===== src/rtl/tect_pkg.sv =====
package tect_pkg;

  // Fixed field widths of the command and configuration words.
  localparam int LOC_BITS  = 16;
  localparam int TIME_W    = 6;
  localparam int MODE_W    = 3;
  localparam int STATUS_W  = 3;
  localparam int NUM_DIRS  = 5;
  localparam int OFF_W     = 17;
  localparam int MC_W      = 17;
  localparam int SUM_W     = OFF_W + 1;
  localparam int CFG_IDX_W = 3;
  localparam int CFG_W     = 17;
  localparam int CNT_W     = $clog2(NUM_DIRS + 1);
  localparam int NSEL_W    = $clog2(NUM_DIRS);

  localparam int DEF_MAX_STEPS      = 64;
  localparam int DEF_PAIRS_PER_STEP = 64;

  typedef logic [LOC_BITS-1:0]  loc_t;
  typedef logic [MODE_W-1:0]    mode_t;
  typedef logic [STATUS_W-1:0]  status_t;
  typedef logic [CFG_IDX_W-1:0] cfg_idx_t;
  typedef logic [MC_W-1:0]      map_cells_t;
  typedef logic signed [OFF_W-1:0] off_t;
  typedef off_t [NUM_DIRS-1:0]  off_vec_t;
  typedef logic [CNT_W-1:0]     cnt_t;

  // Valid neighbors of one vertex, packed to the low entries in direction order.
  typedef struct packed {
    cnt_t                     cnt;
    loc_t [NUM_DIRS-1:0]      list;
  } nbr_t;

  localparam mode_t MODE_PUSH_EDGE = 3'd0;
  localparam mode_t MODE_POP_EDGE  = 3'd1;
  localparam mode_t MODE_PUSH_VTX  = 3'd2;
  localparam mode_t MODE_POP_VTX   = 3'd3;
  localparam mode_t MODE_QUERY     = 3'd4;

  localparam status_t ST_OK       = 3'd0;
  localparam status_t ST_FULL     = 3'd1;
  localparam status_t ST_TIME     = 3'd2;
  localparam status_t ST_MISMATCH = 3'd3;
  localparam status_t ST_EMPTY    = 3'd4;

  localparam cfg_idx_t CFG_MAP_CELLS = 3'd0;
  localparam cfg_idx_t CFG_OFFSET0   = 3'd1;
  localparam cfg_idx_t CFG_OFFSET1   = 3'd2;
  localparam cfg_idx_t CFG_OFFSET2   = 3'd3;
  localparam cfg_idx_t CFG_OFFSET3   = 3'd4;
  localparam cfg_idx_t CFG_OFFSET4   = 3'd5;

  localparam map_cells_t MAP_CELLS_RST = 17'd65536;
  localparam off_t OFFSET0_RST = 17'sd0;
  localparam off_t OFFSET1_RST = 17'sd1;
  localparam off_t OFFSET2_RST = -17'sd1;
  localparam off_t OFFSET3_RST = 17'sd256;
  localparam off_t OFFSET4_RST = -17'sd256;

endpackage


===== src/rtl/tect_ram.sv =====
module tect_ram import tect_pkg::*; #(
  parameter int DEPTH = DEF_MAX_STEPS,
  parameter int WIDTH = 2 * LOC_BITS
) (
  input  logic                     clk_i,
  input  logic                     we_i,
  input  logic [$clog2(DEPTH)-1:0] waddr_i,
  input  logic [WIDTH-1:0]         wdata_i,
  input  logic [$clog2(DEPTH)-1:0] raddr_i,
  output logic [WIDTH-1:0]         rdata_o
);

  logic [WIDTH-1:0] mem [DEPTH];
  logic [WIDTH-1:0] rdata_q;

  always_ff @(posedge clk_i) begin
    if (we_i) begin
      mem[waddr_i] <= wdata_i;
    end
  end

  always_ff @(posedge clk_i) begin
    rdata_q <= mem[raddr_i];
  end

  assign rdata_o = rdata_q;

endmodule


===== config.mk =====
export PLATFORM = sky130hd
export DESIGN_NAME = tect_ram
export DESIGN_NICKNAME = d
export VERILOG_FILES = /design/src/rtl/tect_pkg.sv /design/src/rtl/tect_ram.sv
export SDC_FILE = /design/constraint.sdc
export NUM_CORES = 2
export LEC_CHECK = 0
export BUFFER_PORTS_ARGS = -buffer_cell sky130_fd_sc_hd__clkbuf_2
export CAP_MARGIN = 30
export CORE_ASPECT_RATIO = 0.7
export CORE_MARGIN = 8
export CORE_UTILIZATION = 30
export CTS_CLUSTER_SIZE = 30
export DETAILED_ROUTE_END_ITERATION = 12
export SLEW_MARGIN = 20
export SYNTH_ARGS = -nofsm -noshare
export SYNTH_HDL_FRONTEND = slang
export SYNTH_SLANG_ARGS = --single-unit

===== constraint.sdc =====
create_clock -name clk_i -period 4.7 [get_ports clk_i]
set_input_delay 0.47 -clock clk_i [delete_from_list [all_inputs] [get_ports clk_i]]
set_output_delay 0.47 -clock clk_i [all_outputs]
set_load 0.005 [all_outputs]

==> run summary <==
The tree is rooted in a sky130_fd_sc_hd__clkbuf_16. The cell with the largest stage delay on the worst path is sky130_fd_sc_hd__mux4_2. The cell area after placement is approximately 85000 sq um. The TritonCTS sink count came out at 2080.

The sum of negative setup slack is 0 ns. Once the clock tree was built, the setup fixing pass inserted 0 buffers. After clock tree synthesis, the clock-pin slew on the worst setup and hold paths is 0.06 ns.

The number of enable flip-flop cells after synthesis came out at 2048. The maximum number of pins on one net before global-route repair is 94. The wire length of the first global-routing pass came out at 296000 um. The slew at the pin with the worst max-slew slack is 1.04 ns. The share of the clock period used by the worst path after layout is 66.1%.

The worst hold path cell count is 2. The full die area came out at 279000 sq um. The final HPWL from detailed placement came out at 127000 um. STA classifies the critical path endpoint as a flip-flop. The depth of the worst register-to-register path came out at 4. The post-synthesis sequential area ratio came out at 79.1%. The routed wire length came out at 213000 um. The final worst-path setup slack is 1.59 ns. The top cell types in the final layout, fill and taps aside, are 2048 x sky130_fd_sc_hd__edfxtp_1, 544 x sky130_fd_sc_hd__mux4_2, 188 x sky130_fd_sc_hd__clkbuf_16, 170 x sky130_fd_sc_hd__buf_4, 93 x sky130_fd_sc_hd__mux2i_1. The worst path required time came out at between 5 and 6 ns. Relative to the synthesized area, the layout overhead comes to 15.7%. The CTS buffer count came out at 185. The via count of the first global-routing pass is 37003.

In this run the power spent charging and discharging nets is 8.06 mW. Of the total power, the share spent switching nets is 21.4%. The peak fanout along the critical path is 39.

The horizontal extent of the die came out at between 600 and 700 um. The number of placed instances, taps included is roughly 6900. The flip-flop and latch count after synthesis is between 2000 and 2500. The leakage power total is 27.8 nW. The signal on the critical path passes through buf_8 -> buf_12 -> buf_12 -> buf_4 -> mux4_2 -> mux2i_1 -> a21oi_1 -> a21oi_1 -> nor2_1. The max-capacitance violation count came out at 0. The number of nets in the layout is 3661. The vertical extent of the die is 444 um. The detailed-route via count came out at 37487. Total power for the finished layout comes to 37.7 mW. The critical path is of the in -> reg type. In this run, distinct cell masters in the synthesized netlist total 34. The flow ran to the end, and the final reports show no timing, DRC or antenna violations. The final clock skew came out at between 0.07 and 0.08 ns.

Across the VDD grid, the largest voltage drop is 0.261 mV. The final-layout fill cell count is approximately 24000. The combinational group share of total power came out at 5.3%.

The count of yosys warnings during synthesis came out at 0. Once the floorplan was initialized, standard cells occupied 30.1% of the core. Setup repair after global routing left no endpoint under its margin. The number of I/O port buffers came out at 77. The initial antenna violation count is 31. The final number of max-transition violations came out at 0. In this run the number of H-tree levels came out at 4. The routed length per instance came out at just under 30 um. In the routed design, unresolved DRC markers number 0. The final setup violation count came out at 0.

The number of gates resized after CTS was 0. At the end of routability-driven placement, the weighted congestion stood at 0.771. The gate count of the mapped netlist came out at ~3300.

Of all flip-flops after synthesis, the portion carrying an async set or reset was 0%. The floorplan has 157 rows. The maximum frequency from static timing analysis is 0.322 GHz. In the final layout, the share of cells above drive strength 1 is 31.0%. The worst setup path is launched from a primary input. The worst stage delay on the critical path came out at ~0.53 ns.

The predominant post-synthesis flop cell is sky130_fd_sc_hd__edfxtp_1. At the later pin of the worst-skew pair, clock insertion delay measures 0.83 ns. The total global routing overflow is 0. The sequential power share came out at a little over half.

The first-pass detailed-route iteration total is 5. The most frequent standard cell in the layout excluding fill and tap cells is sky130_fd_sc_hd__edfxtp_1. The final cell count without fillers came out at 7263. The core utilization of the finished layout is 34.8%. Data on the critical path arrives at its endpoint at roughly 3.8 ns.

The worst hold-check path type is in -> reg. The detailed router finished its first iteration with 5484 violations. The internal portion of total power came out at 29.7 mW.

between 70 and 80 I/O pins were placed. The final non-filler cell area came out at 90900 sq um. Power spread over the standard cell area amounts to 415 nW/um^2. The core region area is 261000 sq um. The clock network fraction of total power came out at 40.0%. No sink is reached through more buffers than the 4 on the longest clock path. Summing every instance area after synthesis gives slightly below 80000 sq um. The worst slew slack as a fraction of its limit came out at a little under a third. The pre-CTS worst setup slack came out at 0.837 ns.

The via count normalized by instance count came out at 5.16. The remaining antenna violation count after routing is 0. Hold is met by 0.207 ns. The worst path needs 3.11 ns of the cycle, external delays included.

The average cell area after synthesis came out at 23.6 sq um. The number of nets in the synthesized netlist is between 3000 and 4000. For this design, the CTS-stage hold fixing added 0 buffers. The hold violation count in the final report came out at 0.

TritonCTS built the clock tree. The global-route usage over all layers is 14.9%.
## cell type report
cell class / count / area [sq um] / area share, %
Tap cell: 3498 / 4380 / 4.82
Clock inverter: 82 / 818 / 0.900
Timing Repair Buffer: 286 / 2490 / 2.74
Antenna cell: 8 / 20.0 / 0.0220
Multi-Input combinational cell: 1062 / 16000 / 17.6
Sequential cell: 2080 / 62100 / 68.4
Clock buffer: 247 / 5060 / 5.56
## layer usage
layer  routed length (um)  vias to the layer above  GRT usage, %
met2                94200                     1905          22.0
li1                     -                    14861             -
met4                 4140                        0          2.78
met5                    0                        -             0
met3                21900                      274          4.23
met1                92900                    20447          21.9
## power by group through the flow
stage | registers [mW] | logic [mW] | clock network [mW]
2_1_floorplan | 21.0 | 0.999 | 0
3_3_place_gp | 21.0 | 1.96 | 0
3_5_place_dp | 21.1 | 1.99 | 0
4_1_cts | 20.6 | 1.99 | 15.3
5_1_grt | 20.6 | 2.10 | 16.0
6_report | 20.6 | 1.99 | 15.1
## critical path, delay by kind of cell
kind / cells / cell delay (ns)
and+or+nand+nor: 1 / 0.09
muxes: 2 / 1.03
AOI/OAI and AO/OA: 2 / 0.72
buffers and inverters: 4 / 1.26
## synthesized netlist by cell type, types with 21 or more instances
master,n,share of area (%)
sky130_fd_sc_hd__mux2i_1,93,1.2
sky130_fd_sc_hd__buf_4,25,0.24
sky130_fd_sc_hd__nor2_1,137,0.65
sky130_fd_sc_hd__o22ai_1,84,0.67
sky130_fd_sc_hd__clkbuf_1,74,0.35
sky130_fd_sc_hd__dfxtp_1,32,0.82
sky130_fd_sc_hd__buf_1,21,0.10
sky130_fd_sc_hd__edfxtp_1,2048,78
sky130_fd_sc_hd__o221ai_1,27,0.30
sky130_fd_sc_hd__a21oi_1,62,0.40
sky130_fd_sc_hd__buf_2,57,0.36
sky130_fd_sc_hd__nand2_1,26,0.12
sky130_fd_sc_hd__mux4_2,544,16
## worst paths after layout
check	start	endpoint	slack (ns)
setup / recovery	raddr_i[0]	rdata_o[14]	1.59
hold / removal	waddr_i[2]	mem[48][6]	0.21
setup reg to reg	mem[14][6]	rdata_o[6]	2.20
hold reg to reg	mem[28][17]	rdata_o[17]	0.72
## cells by family after synthesis
kind of cell	after synthesis	synth area share (%)
flip-flops	2080	79.1
multiplexers	637	16.8
AND/OR/NAND/NOR	223	1.27
AO/OA/AOI/OAI	202	1.67
buffers and inverters	182	1.13
## flip-flops by register name, indices dropped and copies added, names as in the netlist
register and count:
mem 2048, rdata_o 32
Power figures use the tool's default switching activity.
